--- src/rtl/core/ins_sort_pkg.sv ---
// ins_sort_pkg: shared types and constants of the insertion sorter
// used by insertion_sorter_core and its port checker; no dependencies
`default_nettype none

package ins_sort_pkg;

    // width of one sorted value
    localparam int DATA_W = 32;

    // sequencer states, one-hot
    typedef enum logic [4:0] {
        ST_IDLE    = 5'b00001,
        ST_SHIFT   = 5'b00010,
        ST_PUT     = 5'b00100,
        ST_EMIT_RD = 5'b01000,
        ST_EMIT    = 5'b10000
    } t_state;

endpackage

`default_nettype wire

--- src/rtl/core/insertion_sorter_core.sv ---
// insertion_sorter_core: batch insertion sort of signed values over one store memory
// depends on ins_sort_pkg
`default_nettype none

// Takes a batch of signed 32-bit values, one per input item, and keeps them in a
// sorted store of MAX_ITEMS entries. Each value is placed by walking down from the
// top of the store through one compare-and-move unit, one entry per cycle: every
// entry strictly greater than the new value moves up one place, so equal values keep
// their arrival order. An item is written at once, or dropped, when the store is
// empty or full; otherwise it walks through ST_SHIFT (and ST_PUT if it is the
// smallest), and o_ready is low while it works. The item with i_batch_end high
// closes the batch: after a read in ST_EMIT_RD the store streams out in ascending
// order, one result per cycle while the sink takes them, the last one marked by
// o_final_res. Values that arrive while the store is full (the closing one too) are
// dropped, and every result of that batch then shows o_overflow. After the last
// result the store is empty again. The result sits in an output register, so a new
// item can be accepted while the final result of the previous batch still waits.
module insertion_sorter_core #(
    parameter int MAX_ITEMS = 16
) (
    input  wire logic                                    i_clk,
    input  wire logic                                    i_rst_n,
    input  wire logic                                    i_valid,
    output logic                                         o_ready,
    input  wire logic signed [ins_sort_pkg::DATA_W-1:0]  i_value,
    input  wire logic                                    i_batch_end,
    output logic                                         o_valid,
    input  wire logic                                    i_ready,
    output logic signed [ins_sort_pkg::DATA_W-1:0]       o_sorted_value,
    output logic                                         o_final_res,
    output logic                                         o_overflow
);
    import ins_sort_pkg::*;

    // index into the store, and entry count that can also hold MAX_ITEMS itself
    localparam int AW = $clog2(MAX_ITEMS);
    localparam int CW = $clog2(MAX_ITEMS + 1);
    localparam logic [CW-1:0] FULL_CNT = CW'(MAX_ITEMS);

    // sorted store, one write and one registered read per cycle
    logic signed [DATA_W-1:0] r_mem [MAX_ITEMS];
    logic signed [DATA_W-1:0] r_rd_data;

    t_state                   r_state, n_state;
    logic [AW-1:0]            r_pos, n_pos;       // hole where the new value may go
    logic [AW-1:0]            r_idx, n_idx;       // next entry to emit
    logic [CW-1:0]            r_count, n_count;
    logic                     r_dropped, n_dropped;
    logic signed [DATA_W-1:0] r_key, n_key;
    logic                     r_last, n_last;

    logic                     r_out_valid;
    logic signed [DATA_W-1:0] r_out_value;
    logic                     r_out_final;
    logic                     r_out_ovf;

    logic                     w_in_acc;
    logic                     w_load;
    logic                     w_wr_en;
    logic [AW-1:0]            w_wr_addr;
    logic signed [DATA_W-1:0] w_wr_data;
    logic [AW-1:0]            w_rd_addr;
    logic                     w_emit_last;

    assign o_ready        = (r_state == ST_IDLE);
    assign w_in_acc       = i_valid && o_ready;
    assign w_emit_last    = ((CW'(r_idx) + CW'(1)) == r_count);

    assign o_valid        = r_out_valid;
    assign o_sorted_value = r_out_value;
    assign o_final_res    = r_out_final;
    assign o_overflow     = r_out_ovf;

    // sequencer: insertion walk, then streaming of the store on batch end
    always_comb begin
        n_state   = r_state;
        n_pos     = r_pos;
        n_idx     = r_idx;
        n_count   = r_count;
        n_dropped = r_dropped;
        n_key     = r_key;
        n_last    = r_last;
        w_wr_en   = 1'b0;
        w_wr_addr = r_pos;
        w_wr_data = r_key;
        w_rd_addr = r_pos - AW'(1);
        w_load    = 1'b0;

        unique case (r_state)
            ST_IDLE: begin
                if (w_in_acc) begin
                    n_key  = i_value;
                    n_last = i_batch_end;
                    n_idx  = '0;
                    if (r_count == '0) begin
                        // empty store: value goes straight to the bottom
                        w_wr_en   = 1'b1;
                        w_wr_addr = '0;
                        w_wr_data = i_value;
                        n_count   = CW'(1);
                        n_state   = i_batch_end ? ST_EMIT_RD : ST_IDLE;
                    end else if (r_count < FULL_CNT) begin
                        // start the walk at the top, fetch the highest entry
                        n_pos     = r_count[AW-1:0];
                        w_rd_addr = AW'(r_count - CW'(1));
                        n_state   = ST_SHIFT;
                    end else begin
                        // store full: item dropped
                        n_dropped = 1'b1;
                        n_state   = i_batch_end ? ST_EMIT_RD : ST_IDLE;
                    end
                end
            end
            ST_SHIFT: begin
                w_wr_en = 1'b1;
                if (r_rd_data > r_key) begin
                    // move the larger entry up, fetch the one below it
                    w_wr_data = r_rd_data;
                    n_pos     = r_pos - AW'(1);
                    w_rd_addr = r_pos - AW'(2);
                    if (r_pos == AW'(1)) begin
                        n_state = ST_PUT;
                    end
                end else begin
                    w_wr_data = r_key;
                    n_count   = r_count + CW'(1);
                    n_state   = r_last ? ST_EMIT_RD : ST_IDLE;
                end
            end
            ST_PUT: begin
                // new value is the smallest so far
                w_wr_en   = 1'b1;
                w_wr_data = r_key;
                n_count   = r_count + CW'(1);
                n_state   = r_last ? ST_EMIT_RD : ST_IDLE;
            end
            ST_EMIT_RD: begin
                w_rd_addr = r_idx;
                n_state   = ST_EMIT;
            end
            ST_EMIT: begin
                w_rd_addr = r_idx;
                if (!r_out_valid || i_ready) begin
                    w_load = 1'b1;
                    if (w_emit_last) begin
                        n_count   = '0;
                        n_dropped = 1'b0;
                        n_state   = ST_IDLE;
                    end else begin
                        n_idx     = r_idx + AW'(1);
                        w_rd_addr = r_idx + AW'(1);
                    end
                end
            end
            default: begin
                n_state = ST_IDLE;
            end
        endcase
    end

    // store memory
    always_ff @(posedge i_clk) begin
        if (w_wr_en) begin
            r_mem[w_wr_addr] <= w_wr_data;
        end
        r_rd_data <= r_mem[w_rd_addr];
    end

    // control state
    always_ff @(posedge i_clk) begin
        if (!i_rst_n) begin
            r_state   <= ST_IDLE;
            r_count   <= '0;
            r_dropped <= 1'b0;
        end else begin
            r_state   <= n_state;
            r_count   <= n_count;
            r_dropped <= n_dropped;
        end
    end

    // working payload, no reset needed
    always_ff @(posedge i_clk) begin
        r_pos  <= n_pos;
        r_idx  <= n_idx;
        r_key  <= n_key;
        r_last <= n_last;
    end

    // output register
    always_ff @(posedge i_clk) begin
        if (!i_rst_n) begin
            r_out_valid <= 1'b0;
        end else if (w_load) begin
            r_out_valid <= 1'b1;
        end else if (i_ready) begin
            r_out_valid <= 1'b0;
        end
    end

    always_ff @(posedge i_clk) begin
        if (w_load) begin
            r_out_value <= r_rd_data;
            r_out_final <= w_emit_last;
            r_out_ovf   <= r_dropped;
        end
    end

endmodule

`default_nettype wire

--- config.mk ---
export PLATFORM = sky130hd
export DESIGN_NAME = insertion_sorter_core
export DESIGN_NICKNAME = d
export VERILOG_FILES = /design/src/rtl/core/ins_sort_pkg.sv /design/src/rtl/core/insertion_sorter_core.sv
export SDC_FILE = /design/constraint.sdc
export NUM_CORES = 1
export LEC_CHECK = 0
export BUFFER_PORTS_ARGS = -buffer_cell sky130_fd_sc_hd__buf_2
export CELL_PAD_IN_SITES_DETAIL_PLACEMENT = 0
export CELL_PAD_IN_SITES_GLOBAL_PLACEMENT = 1
export CORE_UTILIZATION = 25
export CTS_CLUSTER_SIZE = 28
export DETAILED_ROUTE_END_ITERATION = 8
export PLACE_DENSITY = 0.43
export SYNTH_ARGS = -nofsm -noshare
export SYNTH_HDL_FRONTEND = slang
export SYNTH_SLANG_ARGS = --single-unit
--- constraint.sdc ---
create_clock -name i_clk -period 5.4 [get_ports i_clk]
set_input_delay 0.81 -clock i_clk [delete_from_list [all_inputs] [get_ports i_clk]]
set_output_delay 0.81 -clock i_clk [all_outputs]
set_load 0.01 [all_outputs]
==> results of run 1 <==
[placed cells by master (no fill, tap or decap), types with 36 or more instances in the layout]
master     count
ha_1          39
a221o_1      122
inv_1         86
a21oi_1      172
buf_4         57
o31ai_1       36
edfxtp_1     587
buf_2         72
clkbuf_16     80
nand2_1      129
dfxtp_1       44
nand4_1       42
mux2i_1       98
o21ai_0       43
[through the flow]
step | cells | util
global route | 3325 | 0.300
floorplan | 1787 | -
global placement | 3181 | 0.275
finish | 3325 | 0.300
detailed placement | 3181 | 0.275
CTS | 3325 | 0.300
[worst max-delay path by stage]
| stage | to | slack, ns | cells past startpoint | startpoint |
|---|---|---|---|---|
| global placement | r_rd_data[12] | 0.83 | 12 | r_rd_data[14] |
| floorplan | r_mem[0][0] | 0.42 | 6 | r_state[2] |
| CTS | r_rd_data[22] | 0.60 | 13 | r_key[15] |
| detailed placement | r_rd_data[18] | 0.62 | 12 | r_rd_data[14] |
| global route | r_rd_data[22] | 0.28 | 13 | r_key[14] |
| finish | r_rd_data[22] | 0.60 | 12 | r_rd_data[15] |
[worst register-to-register path, stage by stage (launching register included)]
cell and delay (ns):
dfxtp_1 0.38, ha_1 0.33, nand4_1 0.31, nor4_1 0.77
a21boi_0 0.42, o41ai_1 0.17, a31oi_2 0.45, a21oi_1 0.20
o211a_1 0.30, or4_2 0.67, buf_4 0.29, a221o_1 0.35
nand4_1 0.09
[logic make-up after synthesis]
logic type | count (synthesis) | synth area share
mux | 130 | 0.0510
xor+xnor | 16 | 0.00533
fa+ha+maj | 39 | 0.0186
buf+inv | 214 | 0.0368
compound gates | 489 | 0.135
flops | 631 | 0.704
simple gates | 268 | 0.0489
[cell type report]
cell class / instances / area (sq um)
Fill cell: 10400 / 72800
Clock buffer: 118 / 2240
Multi-Input combinational cell: 942 / 7020
Tap cell: 1380 / 1730
Timing Repair Buffer: 141 / 1030
Sequential cell: 631 / 18500
Clock inverter: 26 / 282
Inverter: 87 / 327
[registers in the layout (all words and copies together), names as in the netlist]
name and count:
r_idx 4, r_state 5, o_final_res 1, r_pos 4
r_mem 512, r_rd_data 32, o_sorted_value 32, r_count 5
r_last 1, o_valid 1, r_key 32, o_overflow 1
r_dropped 1
[routing by layer]
layer | track usage | vias up
met5 | 0 | -
met4 | 0.0424 | 0
met3 | 0.0213 | 92
met2 | 0.246 | 364
met1 | 0.227 | 8420
li1 | - | 7298
==> flow_summary_export.csv, run 1 <==
group,metric,value,unit
clocking,tritoncts,"done",
clocking,cts_root_buf,"clkbuf_16",
setup_path,rrSetupSlack,0.60,ns
clocking,path_clk_slew,0.06,ns
clocking,post_cts_buffers,0,
routing,drtIter0Drc,1255,
sta,fin_crit_sh,0.888,
synth,synth.most_common_cell,"edfxtp_1",
setup_path,crit_buf_inv,1,
sta,slew_headroom,0.206,
routing,via_per_inst,4.86,
die,design.core.area,0.104,sq mm
setup_path,worstPathMaxFanout,18,
setup_path,required,5.96,ns
synth,ys_ff_latch,631,
synth,ys_types,73,
setup_path,cp-end-kind,"flip-flop",
final_layout,area_growth,18.4,%
synth,synth_edf_count,587,
synth,ys_seq_area_frac,0.704,
setup_path,reg2reg_to,"r_rd_data[22]",
synth,synthArstFlopShare,0,
setup_path,start_kind,"flip-flop",
synth,yosysWarnings,0,
sta,min_period,4.80,ns
placement,hpwl,48300,um
grt,track_usage,0.157,
sta,finalHoldViolations,0,
placement,globalplace.congestion,0.737,
sta,worst_hold_slack,0.383,ns
final_layout,drive_above_1_share,0.159,
routing,m1WireLength,40800,um
setup_path,critPathMaxStageDelay,0.76,ns
routing,antenna_left,0,
synth,synth_common_cells,"edfxtp_1, a21oi_1, nand2_1, a221o_1, mux2i_1",
synth,syn_nets,1863,
synth,synth_ff_type,"edfxtp_1",
final_layout,n_antenna_cell,0,
sta,skew,0.0372,ns
synth,syn_inst,1787,
sta,timing.fmax,208,MHz
clocking,cts-resized-gates,0,
clocking,cts_max_level,3,
routing,route.detailed.drc,0,
final_layout,design_area,0.0311,sq mm
setup_path,crit_top_cell,"nand4_1",
sta,slew_violations,0,
setup_path,cp_cell_sequence,"ha_1 > nand4_1 > nor4_1 > a21boi_0 > o41ai_1 > a31oi_2 > a21oi_1 > o211a_1 > or4_2 > buf_4 > a221o_1 > nand4_1",
grt,grt_max_degree,87,
routing,vias,16174,
synth,synth_top_area_cell,"edfxtp_1",
min_path,worst_hold_path.endpoint,"r_key[27]",
sta,finalSetupViolCount,0,
setup_path,arrival,5.36,ns
placement,port_buffers,72,
grt,antenna_found_initial,0,
die,dieArea,0.106,sq mm
sta,rsz0062_at_grt,"false",
setup_path,cp_slowest_cell,"nor4_1",
clocking,clkLatencyLatePin,0.64,ns
synth,synth_top_area_share,0.671,
run,maxCapViolations,0,
clocking,numCtsBuffers,78,
die,start_util,0.253,
grt,grt_pass1_wl,120000,um
setup_path,reg2reg_depth,12,
clocking,cts_sinks,631,
synth,synth_area_leaders,"edfxtp_1, a221o_1, mux2i_1",
min_path,hold_class,"in -> reg",
grt,grt_pass1_vias,16291,
routing,dr_wl_met3,3190,um
routing,wl_per_cell,25.3,um
final_layout,nets,1957,
routing,wl,84100,um
setup_path,cp_top_family,"compound AO/OA/AOI/OAI gates",
die,dieHeight,326,um
outcome,status,"finished, final reports clean",
clocking,postCtsHoldBufs,0,
synth,synth_area_per_cell,14.7,sq um
routing,first_pass_iters,5,
sta,worstMarginPinSlew,1.19,ns
routing,dr.max_layer_used,"met4",
min_path,hold_depth,1,
setup_path,crit_type,"reg -> reg",
min_path,hp-start,"i_value[27]",
synth,syn-cell-area,0.0263,sq mm
placement,placed_area,0.0286,sq mm
setup_path,reg2reg_from,"r_rd_data[15]",
grt,grt_overflow,0,
die,rows,118,
placement,post-place-ws,0.625,ns
sta,layout_setup_ws,0.603,ns
die,ioPinCount,73,
die,die_x,326,um
clocking,clock_path_buffers,3,
routing,met2_length,38500,um
sta,setup_tns,0,ns
Power of run 1 is left out: the tool's default activity adds up to more than one toggle a clock period on the data nets, which glitch-free logic cannot reach.
==> run 2, diff against run 1 <==
--- a/config.mk
+++ b/config.mk
@@ -5,13 +5,14 @@
 export SDC_FILE = /design/constraint.sdc
 export NUM_CORES = 1
 export LEC_CHECK = 0
+export ABC_AREA = 1
 export BUFFER_PORTS_ARGS = -buffer_cell sky130_fd_sc_hd__buf_2
 export CELL_PAD_IN_SITES_DETAIL_PLACEMENT = 0
 export CELL_PAD_IN_SITES_GLOBAL_PLACEMENT = 1
 export CORE_UTILIZATION = 25
 export CTS_CLUSTER_SIZE = 28
 export DETAILED_ROUTE_END_ITERATION = 8
-export PLACE_DENSITY = 0.43
+export PLACE_DENSITY = 0.45
 export SYNTH_ARGS = -nofsm -noshare
 export SYNTH_HDL_FRONTEND = slang
 export SYNTH_SLANG_ARGS = --single-unit
==> run 2 against run 1 <==
First-iteration DRC count increased by 9.6%; critical endpoint is now r_mem[0][27]; fmax rose by 18%; flip-flop and latch count unchanged; critical path type unchanged; critical path depth increased by 5; final area increased by 6.8%.
==> flow_summary_export.csv, run 2 <==
group,metric,value,unit
synth,synth.most_common_cell,"nand2_1",
synth,ys_types,44,
clocking,path_clk_slew,0.06,ns
outcome,status,"finished, final reports clean",
grt,antenna_found_initial,1,
synth,syn_nets,2840,
clocking,clkLatencyLatePin,0.64,ns
die,start_util,0.253,
synth,ys_seq_area_frac,0.649,
clocking,cts-resized-gates,0,
final_layout,nFillCells,11658,
sta,slew_headroom,0.156,
final_layout,largest_reg_flops,512,
sta,slew_violations,0,
final_layout,area_growth,16.5,%
final_layout,ff_latch_area,0.0185,sq mm
sta,fin_crit_sh,0.755,
min_path,hold_depth,1,
min_path,hold_class,"in -> reg",
sta,finalSetupViolCount,0,
final_layout,largest_register,"r_mem",
setup_path,worstPathMaxFanout,29,
die,dieHeight,340,um
placement,globalplace.congestion,0.778,
die,rows,123,
placement,post-place-ws,1.20,ns
sta,finalHoldViolations,0,
routing,drtIter0Drc,1375,
placement,placed_area,0.0309,sq mm
sta,rsz0062_at_grt,"false",
synth,syn-cell-area,0.0285,sq mm
die,ioPinCount,73,
routing,wl_per_cell,22.0,um
run,maxCapViolations,0,
sta,min_period,4.08,ns
setup_path,cp-end-kind,"flip-flop",
sta,worstMarginPinSlew,1.26,ns
final_layout,multiInputGateArea,0.00784,sq mm
clocking,postCtsHoldBufs,0,
die,design.core.area,0.113,sq mm
clocking,post_cts_buffers,0,
clocking,cts_root_buf,"clkbuf_16",
setup_path,rrSetupSlack,1.32,ns
clocking,clock_path_buffers,3,
setup_path,reg2reg_to,"r_mem[0][27]",
routing,antenna_left,0,
final_layout,nets,2918,
routing,via_per_inst,4.55,
synth,synth_area_per_cell,10.3,sq um
clocking,cts_sinks,631,
final_layout,design_area,0.0332,sq mm
routing,vias,20044,
min_path,worst_hold_path.endpoint,"r_key[13]",
routing,first_pass_iters,5,
synth,synth_ff_type,"edfxtp_1",
synth,yosysWarnings,0,
synth,synthArstFlopShare,0,
synth,synth_edf_count,587,
clocking,cts_max_level,3,
sta,timing.fmax,245,MHz
grt,grt_max_degree,103,
setup_path,reg2reg_from,"r_rd_data[7]",
grt,track_usage,0.166,
final_layout,layout_commonest_cell,"nand2_1",
sta,skew,0.0387,ns
sta,layout_setup_ws,1.32,ns
min_path,hp-start,"i_value[13]",
placement,hpwl,53000,um
final_layout,final_cell_mix,"nand2_1, nand3_1, edfxtp_1",
clocking,tritoncts,"done",
routing,wl,96800,um
setup_path,crit_type,"reg -> reg",
setup_path,start_kind,"flip-flop",
grt,grt_pass1_wl,141000,um
synth,syn_inst,2764,
clocking,numCtsBuffers,75,
synth,synth_common_cells,"nand2_1, nand3_1, edfxtp_1, inv_1, o21ai_0",
synth,ys_ff_latch,631,
routing,route.detailed.drc,0,
synth,synth_top_area_share,0.618,
grt,grt_overflow,0,
setup_path,reg2reg_depth,17,
sta,setup_tns,0,ns
synth,synth_area_leaders,"edfxtp_1, nand3_1, nand2_1",
setup_path,required,5.74,ns
grt,grt_pass1_vias,19624,
final_layout,drive_above_1_share,0.110,
die,die_x,340,um
synth,synth_top_area_cell,"edfxtp_1",
placement,port_buffers,72,
setup_path,arrival,4.42,ns
die,dieArea,0.115,sq mm
==> run 2: cell types whose count changed after synthesis, moves of 36 or more <==
cell	delta
mux2i_1	-98
buf_2	+51
nand2_1	+474
a221o_1	-122
o21ai_0	+39
nand4_1	-36
inv_1	+302
clkbuf_1	-56
nor2_1	+39
nand3_1	+587
a21oi_1	-126
==> run 2: worst max-delay path: stages (launching register included) <==
cell and delay, ns:
dfxtp_1 0.56, ha_1 0.32, nand2_1 0.13, nor2_1 0.06, nor2_1 0.12, nand2_1 0.12, nand2_1 0.08, nand2_1 0.06
nand2_1 0.11, nand2_1 0.08, nand2_1 0.11, nand3_4 0.12, nand2_2 0.10, inv_2 0.08, buf_4 0.26, a21oi_1 0.81
o211ai_1 0.36, buf_4 0.30
==> run 2: layout make-up <==
type	instances	share of cell area
sequential	631	0.557
multi-input combinational	1573	0.236
clock buffer	106	0.0630
tap	1500	0.0564
inverter	406	0.0459
timing repair buffer	155	0.0337
clock inverter	31	0.00835
antenna	1	0.0000753
==> run 2: kinds of logic (layout without fill, tap and decap cells) <==
kind of cell	Yosys count	count (layout)	share of synthesized area
xor+xnor	10	10	0.00307
compound gates	177	177	0.0341
fa+ha+maj	39	39	0.0171
simple gates	1347	1347	0.214
other cells	0	1	0
flops	631	631	0.649
buf+inv	560	698	0.0834
==> run 2: worst max path at each step <==
stage,start,endpoint,cells past startpoint
after detailed placement,r_rd_data[21],r_mem[4][22],15
after floorplan,i_valid,r_mem[0][0],5
after CTS,r_rd_data[21],r_mem[4][22],15
after global placement,r_rd_data[6],r_mem[14][22],17
final,r_rd_data[7],r_mem[0][27],17
after global routing,r_idx[0],r_rd_data[19],23
==> run 2: metrics by stage <==
step	instances	util	hold WS (ns)
after global routing	4402	0.295	0.349
after CTS	4402	0.295	0.332
final	4403	0.295	0.376
after detailed placement	4265	0.274	0.427
after floorplan	2764	-	0.408
after global placement	4265	0.274	0.430
==> run 2: per-layer routing <==
layer  vias up  routed length, um  global-route usage
met4         0               1710              0.0381
met3       108               3910              0.0255
li1       9505                  -                   -
met2       390              44900               0.271
met5         -                  0                   0
met1     10041              46300               0.232
Power of run 2 is left out for the same reason.
